==> src/sv/ipbl_pkg.sv <==
package ipbl_pkg;

    localparam int TABLE_DEPTH   = 128;
    localparam int CNT_W         = $clog2(TABLE_DEPTH + 1);
    localparam int ENTRY_COUNT_W = 8;
    localparam int GROUP_SIZE    = 8;
    localparam int NUM_GROUPS    = (TABLE_DEPTH + GROUP_SIZE - 1) / GROUP_SIZE;

    localparam logic [1:0] ACT_ADD   = 2'd0;
    localparam logic [1:0] ACT_CLEAR = 2'd1;
    localparam logic [1:0] ACT_CHECK = 2'd2;

    localparam logic [15:0] FAMILY_IPV4  = 16'd2;
    localparam logic [9:0]  MIN_ADDR_LEN = 10'd8;
    localparam logic [9:0]  MAX_ADDR_LEN = 10'd512;

    typedef struct packed {
        logic [31:0] ip_addr;
        logic [15:0] port;
    } entry_t;

    typedef struct packed {
        logic shift;
        logic clear;
        logic lookup;
    } cell_ctrl_t;

endpackage

==> src/sv/ipbl_hit_tree.sv <==
module ipbl_hit_tree
    import ipbl_pkg::*;
(
    input  logic                   clk,
    input  logic                   rst_n,
    input  logic [TABLE_DEPTH-1:0] hits,
    output logic                   any_hit
);

    logic [NUM_GROUPS*GROUP_SIZE-1:0] padded;
    logic [NUM_GROUPS-1:0]            group_reg;
    logic [NUM_GROUPS-1:0]            group_next;
    logic                             any_reg;

    assign padded = (NUM_GROUPS*GROUP_SIZE)'(hits);

    always_comb
    begin
        for (int g = 0; g < NUM_GROUPS; g++)
        begin
            group_next[g] = |padded[g*GROUP_SIZE +: GROUP_SIZE];
        end
    end

    always_ff @(posedge clk or negedge rst_n)
    begin
        if (!rst_n)
        begin
            group_reg <= '0;
            any_reg   <= 1'b0;
        end
        else
        begin
            group_reg <= group_next;
            any_reg   <= |group_reg;
        end
    end

    assign any_hit = any_reg;

endmodule
==> config.mk <==
export PLATFORM = sky130hd
export DESIGN_NAME = ipbl_hit_tree
export DESIGN_NICKNAME = d
export VERILOG_FILES = /design/src/sv/ipbl_pkg.sv /design/src/sv/ipbl_hit_tree.sv
export SDC_FILE = /design/constraint.sdc
export NUM_CORES = 1
export LEC_CHECK = 0
export ABC_CLOCK_PERIOD_IN_PS = 1000
export BUFFER_PORTS_ARGS = -buffer_cell sky130_fd_sc_hd__buf_2
export CAP_MARGIN = 25
export CORE_UTILIZATION = 26
export DETAILED_ROUTE_END_ITERATION = 7
export PLACE_DENSITY = 0.8
export RECOVER_POWER = 25
export SLEW_MARGIN = 20
export SYNTH_ARGS = -nofsm -noshare
export SYNTH_HDL_FRONTEND = slang
export SYNTH_SLANG_ARGS = --single-unit
export TNS_END_PERCENT = 10
==> constraint.sdc <==
create_clock -name clk -period 1 [get_ports clk]
set_input_delay 0.15 -clock clk [delete_from_list [all_inputs] [get_ports clk]]
set_output_delay 0.15 -clock clk [all_outputs]
set_load 0.02 [all_outputs]
==> results.yml <==
run_status:
  status: "finished clean"
clock_network:
  cts_buffers: 3
  root_buffer: "clkbuf_4"
  cts.sinks: 17
  cts_tree: "yes"
  clock_latency_ns: 0.27
  cts.clk_slew.worst_paths_ns: 0.08
  clock_path_buffers: 2
  cts_setup_buffers: 0
  postCtsResizedCells: 0
  htree_levels: 1
timing:
  tightestPinTransition_ns: 0.349
  post-route-period-util: 0.935
  skew_ns: 0.000572
  finalCriticalPeriod_ns: 0.935
  rsz0062_at_grt: "no"
  slew_headroom: 0.767
  fmax_mhz: 1070
  tns_ns: 0
  hold_viol_final: 0
  slew_viol_final: 0
  finalSetupViolCount: 0
worst_setup_path:
  critPathTopFamily: "flip-flops"
  cpPeakStageDelay_ns: 0.36
  startpoint: "any_hit"
  critPathRequiredTime_ns: 0.85
  worstPathCellList: "buf_2"
  cp-start-kind: "flop"
  crit_buf_inv: 1
  cp-end-kind: "primary output"
  arrival_ns: 0.78
  r2r-start: "group_reg[10]"
  cp_slowest_cell: "dfrtp_1"
  path_class: "reg2out"
  cp_max_fo: 1
route:
  dr.max_layer_used: "met4"
  vias_per_cell: 4.67
  postRouteWirelength_um: 2170
  drc_errors: 0
  dr.first_iter.drc_count: 6
  wl_met1_um: 725
  drtPass1Iterations: 4
  wl_met3_um: 247
  wl_per_cell_um: 9.22
  vias: 1098
  antenna_left: 0
  route.met2.wl_um: 1170
synth:
  ys_ff_latch: 17
  syn_area_per_cell_um2: 10.2
  syn_area_um2: 717
  ys_seq_area_frac: 0.593
  synthDistinctLibCells: 4
  ys_warn_count: 0
  synthCells: 70
  syn_nets: 200
die:
  die_y_um: 54.5
  rows: 18
  fp.coreArea_um2: 2540
  start_util: 0.282
  die_x_um: 54.5
  io_pins: 131
  die_area_um2: 2970
cells_and_area:
  nFillCells: 260
  register_area_um2: 425
  largest_register_ffs: 16
  multi_input_area_um2: 292
  drive_gt1_frac: 0.649
  area_delta_synth_final_pct: 101
  fin_area_um2: 1440
  antennaDiodeCount: 0
  nNetsFinal: 336
pwr:
  leakagePower_nw: 0.696
  powerDensity_nw_per_um2: 902
  ir_worst_vdd_v: 0.000607
placed_design:
  place.gp.congestion: 0.670
  hpwl_um: 2060
  io_buffers: 130
  dpl_cell_area_um2: 1410
grt:
  grt-ovfl-total: 0
  grt_pass1_wl_um: 3040
  antenna_found_initial: 0
  grt_pass1_vias: 828
  track_usage: 0.144
  grt_max_degree: 18
run:
  maxCapViolations: 0
hold_path:
  min_path_type: "in2reg"
  hold_start: "hits[126]"
power by group:
group	internal [mW]	switching, mW
sequential	0.689	0.000527
clock	0.155	0.178
combinational	0.192	0.0873
synth_stat cells:
master,count,share of area
nor4_1,36,0.31
dfrtp_1,17,0.59
nand2_1,16,0.084
nand4_1,1,0.0087
routing by layer:
layer | track usage | vias up
li1 | - | 555
met1 | 0.152 | 477
met2 | 0.274 | 62
met3 | 0.0333 | 4
met4 | 0.0513 | 0
met5 | 0 | -
cells in the final DEF, fill, tap and decap left out, drive strengths merged:
master	netlist	routed
buf	0	130
nor4	36	36
dlygate4sd3	0	1
clkbuf	0	4
dfrtp	17	17
nand2	16	16
nand4	1	1
cell families (layout without fill, tap and decap cells):
family | after synthesis | in the layout | share of synthesized area
buf+inv | 0 | 135 | 0
simple gates | 53 | 53 | 0.407
flops | 17 | 17 | 0.593
cell type report:
cell class	count	area share
clock buffers	4	0.0182
multi-input cells	53	0.202
flip-flops and latches	17	0.295
well taps	30	0.0260
repair buffers	131	0.458
path summary, 6_finish.rpt:
path	endpoint	slack, ns	cells past startpoint
min reg2reg	any_hit	0.46	2
min	group_reg[15]	0.05	3
max in group asynchronous	group_reg[0]	0.42	2
max reg2reg	any_hit	0.10	2
max	any_hit	0.07	1
min in group asynchronous	group_reg[15]	0.32	2
tightest hold or removal path, delay by kind of cell:
kind | cells | cell delay [ns]
buf+inv | 1 | 0.07
simple gates | 2 | 0.07
stage by stage:
stage | utilization | hold slack [ns] | setup WS, ns | power [mW] | cells
final | 0.566 | 0.0502 | 0.0654 | 1.30 | 235
after global routing | 0.566 | 0.0494 | 0.0168 | 1.38 | 235
after CTS | 0.566 | 0.0417 | 0.0522 | 1.32 | 235
after detailed placement | 0.552 | 0.0751 | 0.0894 | 0.983 | 230
after global placement | 0.552 | 0.0740 | 0.0895 | 0.976 | 230
after floorplan | - | -0.146 | 0.171 | 0.727 | 70
what timing repair did:
action	in CTS	in global routing
hold buffers	1	0
hold endpoints to repair	17	0
endpoints found under the setup margin	0	0
(Power assumes the default switching activity.)
