$ cat src/sv/ipbl_pkg.sv
package ipbl_pkg;

    localparam int TABLE_DEPTH   = 128;
    localparam int CNT_W         = $clog2(TABLE_DEPTH + 1);
    localparam int ENTRY_COUNT_W = 8;
    localparam int GROUP_SIZE    = 8;
    localparam int NUM_GROUPS    = (TABLE_DEPTH + GROUP_SIZE - 1) / GROUP_SIZE;

    localparam logic [1:0] ACT_ADD   = 2'd0;
    localparam logic [1:0] ACT_CLEAR = 2'd1;
    localparam logic [1:0] ACT_CHECK = 2'd2;

    localparam logic [15:0] FAMILY_IPV4  = 16'd2;
    localparam logic [9:0]  MIN_ADDR_LEN = 10'd8;
    localparam logic [9:0]  MAX_ADDR_LEN = 10'd512;

    typedef struct packed {
        logic [31:0] ip_addr;
        logic [15:0] port;
    } entry_t;

    typedef struct packed {
        logic shift;
        logic clear;
        logic lookup;
    } cell_ctrl_t;

endpackage

$ cat src/sv/ipbl_cell.sv
module ipbl_cell
    import ipbl_pkg::*;
(
    input  logic       clk,
    input  logic       rst_n,
    input  cell_ctrl_t ctrl,
    input  entry_t     query,
    input  entry_t     prev_entry,
    input  logic       prev_valid,
    output entry_t     entry,
    output logic       valid,
    output logic       hit
);

    entry_t entry_reg;
    logic   valid_reg;
    logic   hit_reg;
    logic   match;

    assign match = (entry_reg.ip_addr == query.ip_addr) &&
                   ((entry_reg.port == 16'd0) || (entry_reg.port == query.port));

    always_ff @(posedge clk or negedge rst_n)
    begin
        if (!rst_n)
        begin
            valid_reg <= 1'b0;
            hit_reg   <= 1'b0;
        end
        else
        begin
            if (ctrl.clear)
            begin
                valid_reg <= 1'b0;
            end
            else if (ctrl.shift)
            begin
                valid_reg <= prev_valid;
            end
            if (ctrl.lookup)
            begin
                hit_reg <= valid_reg && match;
            end
        end
    end

    always_ff @(posedge clk)
    begin
        if (ctrl.shift)
        begin
            entry_reg <= prev_entry;
        end
    end

    assign entry = entry_reg;
    assign valid = valid_reg;
    assign hit   = hit_reg;

endmodule

$ cat config.mk
export PLATFORM = sky130hd
export DESIGN_NAME = ipbl_cell
export DESIGN_NICKNAME = d
export VERILOG_FILES = /design/src/sv/ipbl_pkg.sv /design/src/sv/ipbl_cell.sv
export SDC_FILE = /design/constraint.sdc
export NUM_CORES = 1
export LEC_CHECK = 0
export BUFFER_PORTS_ARGS = -buffer_cell sky130_fd_sc_hd__buf_2
export CORE_ASPECT_RATIO = 1.25
export CORE_MARGIN = 2
export CORE_UTILIZATION = 40
export CTS_CLUSTER_DIAMETER = 100
export DETAILED_ROUTE_END_ITERATION = 8
export GPL_TIMING_DRIVEN = 0
export MAX_ROUTING_LAYER = met4
export PLACE_DENSITY = 0.84
export SYNTH_ARGS = -nofsm -noshare
export SYNTH_HDL_FRONTEND = slang
export SYNTH_SLANG_ARGS = --single-unit
$ cat constraint.sdc
create_clock -name clk -period 1.83 [get_ports clk]
set_clock_uncertainty 0.2 [all_clocks]
set_input_delay 0.0915 -clock clk [delete_from_list [all_inputs] [get_ports clk]]
set_output_delay 0.0915 -clock clk [all_outputs]
set_load 0.02 [all_outputs]
==> impl_results.md, run 1 <==
- Clk root buf: clkbuf_8
- Max Root-Sink Buffers: 2
- Final setup vio count: 0
- Post-Route WL: 6938 microns
- Hold Fails Final Rpt: 0
- CP peak stage delay: 420 ps
- Yosys warns: 0
- Crit path launch type: flop
- First-pass GRT wire length: 9363 microns
- Capturing element type of the critical path: flop
- Mean Syn Cell Area: 16.72 sq um
- Post-synth top area share: 0.6952
- Core Region: 5044 sq um
- Drt initial violations: 58
- Commonest non-fill, non-tap cell in the layout: buf_2
- Ranking of synthesized cells by area: edfxtp_1, xor2_1, nor4_1, xnor2_1, dfrtp_1
- Reg2reg end: hit
- R2R Path Start: entry[35]
- Slew Limit Fails: 0
- Worst Hold End: hit
- Fin nets: 438
- Total CTS buffers: 5
- Largest net degree at the start of global routing: 50
- Lkg Pwr: 1.582 nW
- CTS clk-pin slew, worst paths: 90 ps
- R2R Setup Slk: 4 ps
- CTS tree: yes
- Max Fclk: 547.7 MHz
- Status: finished, final reports clean
- Min-Delay Path Class: in2reg
- Input/output buffers: 151
- Worst vdd ir: 656.7 uV
- DP Wirelength: 4114 microns
- Initial core utilization: 0.4111
- Average wire per standard cell: 17.39 microns
- CTS H-tree lvls: 2
- DIE HEIGHT: 84.49 microns
- Ports: 152
- Hold path depth: 4
- Vias in the first global route: 1987
- Antenna violations before repair: 0
- Detailed-route via count: 1908
- PwrDens: 733.9 nW/um^2
- Tmin final: 1826 ps
- Routed Antenna Nets: 0
- Most frequent cells in the layout: buf_2, dlygate4sd3_1, edfxtp_1, xor2_1, nor4_1
- Die Wd: 68.40 microns
- Post-Syn Nets: 226
- Ant diodes: 0
- Hold path start: query[36]
- Area grow syn2layout: 71.27%
- Arrival @ worst endpoint: 1860 ps
- Number of flip-flops in the largest register: 48
- Layout Utilization: 0.7040
- DRC viols: 0
- Synth cell types: 12
- Die ar.: 5779 sq um
- Worst skew pair latency: 300 ps
- Largest area contributor in the netlist: edfxtp_1
- Max-cap violations: 0
- Place WS: -128.2 ps
- Critical Path RT: 1860 ps
- # clock sinks: 50
- Mapped Area: 2073 sq um
- Post-synthesis sequential element count: 50
- Slowest CP cell: edfxtp_1
- Setup ws final: 4.055 ps
- Fillcell total: 312
- Peak fanout along the critical path: 2
- RSZ-0062 raised after global routing: yes
- Post-synthesis sequential area ratio: 0.7194
- DRT Pass-1 Iters: 4
- Slew HR: 0.5534
- Core Rows: 29
- Gate Count Post-Synth: 124
- GR Overflow Total: 0
- R2r worst-path depth: 5
- Vias per cell: 4.782
- Worst-margin pin slew: 669.9 ps
- Tot GR Track Use: 0.2335
- Final period utilization: 0.9978
- RD Place Congestion: 0.6872
- Crit path kind: reg2reg
- CP cell instances: xor2_1 > nor4_1 > nand4_1 > nor4_2 > a32o_1
- Layout cells sized above 1: 0.4807
synth_stat cells, drive strengths merged:
cell type	count
nor4	14
nor2	1
dfrtp	2
nand4	6
edfxtp	48
nor3	1
nand2	1
xor2	39
xnor2	9
mux2i	1
inv	1
a32o	1
power breakdown:
part,internal [W],leakage (nW),switching (W)
clock,0.000263,0.0416,0.000358
sequential,0.00136,0.497,0.0000718
combinational,0.000276,1.04,0.000282
total,0.00190,1.58,0.000711
worst max-delay path by stage:
| stage | end | slack (ps) | from | cells after the start |
|---|---|---|---|---|
| 2_1_floorplan | hit | 90 | entry[32] | 5 |
| 3_3_place_gp | hit | -130 | entry[39] | 5 |
| 3_5_place_dp | hit | -130 | entry[39] | 5 |
| 4_1_cts | hit | 7 | entry[47] | 5 |
| 5_1_grt | hit | -70 | entry[35] | 5 |
| 6_report | hit | 4 | entry[35] | 5 |
routing by layer:
layer | wire length [microns] | global-route usage
met1 | 2439 | 0.2432
met2 | 3710 | 0.3977
met3 | 541 | 0.05898
met4 | 246 | 0.1091
met5 | 0 | -
area by class of cell:
type / count / area (sq um) / area share
multi-input cells: 73 / 596.8 / 0.1681
flip-flops and latches: 50 / 1491 / 0.4200
repair buffers: 205 / 1296 / 0.3650
clock buffers: 5 / 68.82 / 0.01938
clock inverters: 3 / 16.27 / 0.004581
inverters: 1 / 3.754 / 0.001057
well taps: 62 / 77.57 / 0.02185
cells by family (layout without fill, tap and decap cells):
kind of cell              count (synthesis)  after routing  synth area share
DFF                                      50             50            0.7194
and+or+nand+nor                          23             23           0.06638
AOI/OAI and AO/OA                         1              1          0.004828
muxes                                     1              1          0.004828
xor gates and xnor gates                 48             48            0.2028
buffers and inverters                     1            214          0.001809
worst max-delay path, delay by kind of cell, from the launching register on:
kind / cells / cell delay [ps]
AO/OA/AOI/OAI: 1 / 200
XOR/XNOR: 1 / 160
flip-flops: 1 / 420
AND/OR/NAND/NOR: 3 / 770
through the flow:
step / total power [W] / area, sq um / instances / TNS, ps / hold slack, ps
floorplan: 0.001652 / 2073 / 124 / 0 / -404.1
global placement: 0.001879 / 2907 / 337 / -125.6 / -323.0
detailed placement: 0.001891 / 2907 / 337 / -128.2 / -319.8
CTS: 0.002567 / 3535 / 398 / 0 / 148.5
global route: 0.002701 / 3551 / 399 / -70.57 / 189.8
finish: 0.002606 / 3551 / 399 / 0 / 160.6
what timing repair did:
action                                  CTS  global route
setup buffers                             0             1
resized for setup                         2             2
hold buffers                             53             0
endpoints found under the setup margin    1             2
hold endpoints to repair                 52             0
pin swaps                                 3             1
Power figures use the tool's default switching activity.
==> run 2, diff against run 1 <==
- BUFFER_PORTS_ARGS: -buffer_cell sky130_fd_sc_hd__buf_2 -> not set
- CORE_UTILIZATION: 40 -> 61
- DONT_BUFFER_PORTS: not set -> 1
- PLACE_DENSITY: 0.84 -> 0.82
==> impl_results.md, run 2 (synthesis results as in run 1) <==
- Final setup vio count: 1 (+1)
- Capturing element type of the critical path: flop
- Core Rows: 23 (-21%)
- Hold Fails Final Rpt: 48 (+48)
- Max Root-Sink Buffers: 2 (unchanged)
- PwrDens: 953.4 nW/um^2 (+30%)
- R2r worst-path depth: 5 (unchanged)
- Input/output buffers: 0 (-100%)
- Ant diodes: 0 (unchanged)
- Hold path depth: 0 (-4)
- Worst-margin pin slew: 360.8 ps (-309.1 ps)
- GRT met1 Usage: 0.2886 (+0.04532)
- RD Place Congestion: 0.7206 (+4.9%)
- CTS clk-pin slew, worst paths: 90 ps (about the same)
- Finished Layout Cells: 222 (-44%)
- Setup ws final: -154.7 ps (-158.7 ps)
- Drt initial violations: 67 (+16%)
- Average wire per standard cell: 24.88 microns (+43%)
- Routing usage on met2: 0.5386 (+0.1408)
- Worst hold slack: -301.3 ps (-461.9 ps)
- Most frequent cells in the layout: dlygate4sd3_1, edfxtp_1, xor2_1, nor4_1, xnor2_1
- Vias per cell: 6.216 (+30%)
- Post-CTS Setup Repair Bufs: 0 (unchanged)
- DRT Pass-1 Iters: 4 (unchanged)
- RSZ-0062 raised after global routing: yes
- Setup TNS: -154.7 ps (-154.7 ps)
- DIE HEIGHT: 69.18 microns (-18%)
- Critical Path RT: 1860 ps (about the same)
- Slew Limit Fails: 0 (unchanged)
- Ports: 152 (unchanged)
- Fin nets: 286 (-35%)
- Tmin final: 1985 ps (+158.7 ps)
- Largest net degree at the start of global routing: 50 (unchanged)
- Crit path launch type: flop
- Post-route cell area: 2795 sq um (-21%)
- Storage cell area: 1491 sq um (unchanged)
- Die ar.: 3884 sq um (-33%)
- Core Region: 3223 sq um (-36%)
- DP Wirelength: 3274 microns (-20%)
- Initial core utilization: 0.6432 (+0.2322)
- Lkg Pwr: 1.003 nW (-37%)
- Area taken by multi-input logic gates: 590.6 sq um (-1.0%)
- First-pass GRT wire length: 8073 microns (-14%)
- Max Fclk: 503.9 MHz (-8.0%)
- Violated checks: negative hold slack, negative setup slack
- Worst vdd ir: 1040 uV (+58%)
- Tot GR Track Use: 0.2995 (+0.06594)
- Die Wd: 56.15 microns (-18%)
- Routed Antenna Nets: 0 (unchanged)
- Area grow syn2layout: 34.82%
- CTS H-tree lvls: 2 (unchanged)
- Fillcell total: 148 (-53%)
- Detailed-route via count: 1380 (-28%)
- Vias in the first global route: 1527 (-23%)
- Arrival @ worst endpoint: 2020 ps (+160 ps)
- DRC viols: 0 (unchanged)
- Post-Route WL: 5524 microns (-20%)
- Worst skew pair latency: 300 ps (about the same)
- Max-cap violations: 0 (unchanged)
- Hold-fix buffers at CTS: 53 (unchanged)
- Slew HR: 0.7573 (+0.2038)
- Crit path kind: reg2reg
- GR Overflow Total: 0 (unchanged)
- GR Util met3: 0.07649 (+0.01751)
- Place WS: -207.8 ps (-79.57 ps)
- Commonest non-fill, non-tap cell in the layout: dlygate4sd3_1
- Total CTS buffers: 5 (unchanged)
- CTS tree: yes
- Antenna violations before repair: 0 (unchanged)
- Number of flip-flops in the largest register: 48 (unchanged)
- Min-Delay Path Class: in2reg
- GRT busiest layer: met2
- Final period utilization: 1.085 (+0.08675)
- # clock sinks: 50 (unchanged)
- Area post-placement: 2120 sq um (-27%)
- Clk root buf: clkbuf_8
- Status: finished, violations left
- Placed cell count: 161 (-52%)
- Layout cells sized above 1: 0.04865 (-0.4321)
- Peak fanout along the critical path: 2 (unchanged)
[run 2: cell types whose count changed in the layout (fill, tap and decap cells not counted), sizes merged]
cell	before	now
buf	151	0
clkinv	2	1
clkinvlp	1	0
bufinv	0	2
clkbuf	6	5
[run 2: final cells by class]
| cell class | instances | share of cell area |
|---|---|---|
| clock buffer | 5 | 0.02462 |
| inverter | 1 | 0.001343 |
| sequential | 50 | 0.5336 |
| clock inverter | 3 | 0.02283 |
| tap | 37 | 0.01656 |
| timing repair buffer | 53 | 0.1898 |
| multi-input combinational | 73 | 0.2113 |
[run 2: layer usage]
metal  wire (microns)  vias up
li1                 -      584
met1             1719      667
met2             3106      108
met3              457       21
met4              240        0
met5                0        -
[run 2: through the flow]
stage | total power [W] | utilization | hold slack, ps
finish | 0.002665 | 0.8672 | -301.3
global route | 0.002750 | 0.8672 | -318.9
CTS | 0.002641 | 0.8653 | -295.8
detailed placement | 0.001693 | 0.6576 | -404.0
global placement | 0.001683 | 0.6576 | -404.0
floorplan | 0.001652 | - | -404.1
[run 2: repair_timing]
action / in CTS / in global routing
pin swaps: 3 / 0
resized for setup: 1 / 1
hold endpoints to repair: 100 / 48
setup endpoints to repair: 1 / 1
[run 2: worst paths after layout]
| check | from | endpoint | slack, ps |
|---|---|---|---|
| max in group asynchronous | rst_n | valid | 920 |
| min in group asynchronous | rst_n | hit | 380 |
| setup reg to reg | entry[22] | hit | -150 |
| hold / removal | ctrl[2] | entry[37] | -300 |
| hold reg to reg | hit | hit | 480 |
| setup / recovery | entry[22] | hit | -150 |
[run 2: critical path: stages, from the launching register on]
cell and delay (ps):
edfxtp_1 530, xor2_1 200, nor4_1 310, nand4_1 180, nor4_2 300, a32o_1 200
[run 2: power breakdown]
part	switching [W]	internal [W]	total, W
clock	0.000346	0.000541	0.000886
sequential	0.000196	0.00136	0.00156
combinational	0.0000785	0.000145	0.000223
==> run 3, diff against run 2 <==
- CTS_CLUSTER_SIZE: not set -> 24
- SKIP_LAST_GASP: not set -> 1
==> impl_results.md, run 3 (synthesis results as in run 1) <==
- Critical Path RT: 1860 ps (about the same)
- GR Overflow Total: 0 (unchanged)
- Final period utilization: 1.085 (unchanged)
- DRT Pass-1 Iters: 4 (unchanged)
- Post-Route WL: 5524 microns (unchanged)
- Post-route cell area: 2795 sq um (unchanged)
- Layout cells sized above 1: 0.04865 (unchanged)
- Hold Fails Final Rpt: 48 (unchanged)
- Routed Antenna Nets: 0 (unchanged)
- Number of flip-flops in the largest register: 48 (unchanged)
- RD Place Congestion: 0.7206 (unchanged)
- Total CTS buffers: 5 (unchanged)
- Tmin final: 1985 ps (unchanged)
- Slew HR: 0.7573 (unchanged)
- Slowest CP cell: edfxtp_1
- Max Fclk: 503.9 MHz (unchanged)
- Die ar.: 3884 sq um (unchanged)
- Arrival @ worst endpoint: 2020 ps (about the same)
- Crit path launch type: flop
- Average wire per standard cell: 24.88 microns (unchanged)
- Vias in the first global route: 1527 (unchanged)
- DIE HEIGHT: 69.18 microns (unchanged)
- Fillcell total: 148 (unchanged)
- Min-Delay Path Class: in2reg
- Final setup vio count: 1 (unchanged)
- DRC viols: 0 (unchanged)
- Vias per cell: 6.216 (unchanged)
- # clock sinks: 50 (unchanged)
- CP peak stage delay: 530 ps (about the same)
- Place WS: -207.8 ps (unchanged)
- Most frequent cells in the layout: dlygate4sd3_1, edfxtp_1, xor2_1, nor4_1, xnor2_1
- Clk root buf: clkbuf_8
- Crit path kind: reg2reg
- Ant diodes: 0 (unchanged)
- Setup ws final: -154.7 ps (unchanged)
- Lkg Pwr: 1.003 nW (unchanged)
- CP cell instances: xor2_1 > nor4_1 > nand4_1 > nor4_2 > a32o_1
- CTS H-tree lvls: 2 (unchanged)
- Violated checks: negative hold slack, negative setup slack
- CTS tree: yes
- Core Region: 3223 sq um (unchanged)
- Input/output buffers: 0 (unchanged)
- Worst vdd ir: 1040 uV (unchanged)
- Max-cap violations: 0 (unchanged)
- Status: finished, violations left
- Die Wd: 56.15 microns (unchanged)
- Max Root-Sink Buffers: 2 (unchanged)
- Core Rows: 23 (unchanged)
- Peak fanout along the critical path: 2 (unchanged)
- RSZ-0062 raised after global routing: yes
- Critical path's top delay family: simple AND/OR/NAND/NOR gates
- Ports: 152 (unchanged)
- Hold-fix buffers at CTS: 53 (unchanged)
- DP Wirelength: 3274 microns (unchanged)
- Worst-margin pin slew: 360.8 ps (unchanged)
- Drt initial violations: 67 (unchanged)
- Slew Limit Fails: 0 (unchanged)
- Crit path buffers/inverters: 0 (unchanged)
- Commonest non-fill, non-tap cell in the layout: dlygate4sd3_1
- Largest net degree at the start of global routing: 50 (unchanged)
- Antenna violations before repair: 0 (unchanged)
- CTS clk-pin slew, worst paths: 90 ps (about the same)
- Area grow syn2layout: 34.82% (unchanged)
- Area post-placement: 2120 sq um (unchanged)
- Fin nets: 286 (unchanged)
- Worst skew pair latency: 300 ps (about the same)
- Worst hold slack: -301.3 ps (unchanged)
- First-pass GRT wire length: 8073 microns (unchanged)
- Capturing element type of the critical path: flop
- Detailed-route via count: 1380 (unchanged)
- Initial core utilization: 0.6432 (unchanged)
- Tot GR Track Use: 0.2995 (unchanged)
- PwrDens: 953.4 nW/um^2 (unchanged)
## run 3: cell counts in the layout (fill, tap and decap cells not counted)
Identical to the previous run, type by type.
## run 3: final cells by class
cell class	count	area (sq um)	share of cell area
clock buffers	5	68.82	0.02462
multi-input cells	73	590.6	0.2113
inverters	1	3.754	0.001343
clock inverters	3	63.81	0.02283
flip-flops and latches	50	1491	0.5336
well taps	37	46.29	0.01656
repair buffers	53	530.5	0.1898
## run 3: final timing paths
check | from | to | slack [ps] | cells past startpoint
worst max-delay path | entry[22] | hit | -150 | 5
worst min-delay path | ctrl[2] | entry[37] | -300 | 0
worst max register to register | entry[22] | hit | -150 | 5
worst min register to register | hit | hit | 480 | 1
max in group asynchronous | rst_n | valid | 920 | 2
min in group asynchronous | rst_n | hit | 380 | 2
## run 3: power breakdown
part	leakage [nW]	internal (W)	total, W	switching, W
Clock	0.0658	0.000541	0.000886	0.000346
Sequential	0.497	0.00136	0.00156	0.000196
Combinational	0.441	0.000145	0.000223	0.0000785
## run 3: stage by stage
stage | total power, W | hold WS [ps] | cells | setup TNS [ps] | utilization
after detailed placement | 0.001693 | -404.0 | 161 | -207.8 | 0.6576
after global placement | 0.001683 | -404.0 | 161 | -211.7 | 0.6576
after floorplan | 0.001652 | -404.1 | 124 | 0 | -
after CTS | 0.002641 | -295.8 | 222 | -66.42 | 0.8653
after global routing | 0.002750 | -318.9 | 222 | -222.6 | 0.8672
final | 0.002665 | -301.3 | 222 | -154.7 | 0.8672
## run 3: timing repair
| action | CTS | global route |
|---|---|---|
| gates resized for setup | 1 | 1 |
| pin swaps | 3 | 0 |
| endpoints found under the hold margin | 100 | 48 |
| endpoints found under the setup margin | 1 | 1 |
| setup buffers | 0 | 0 |
## run 3: routing by layer
metal  track usage  routed length [microns]
met1        0.2886                     1719
met2        0.5386                     3106
met3       0.07649                      457
met4        0.1534                      240
met5             -                        0
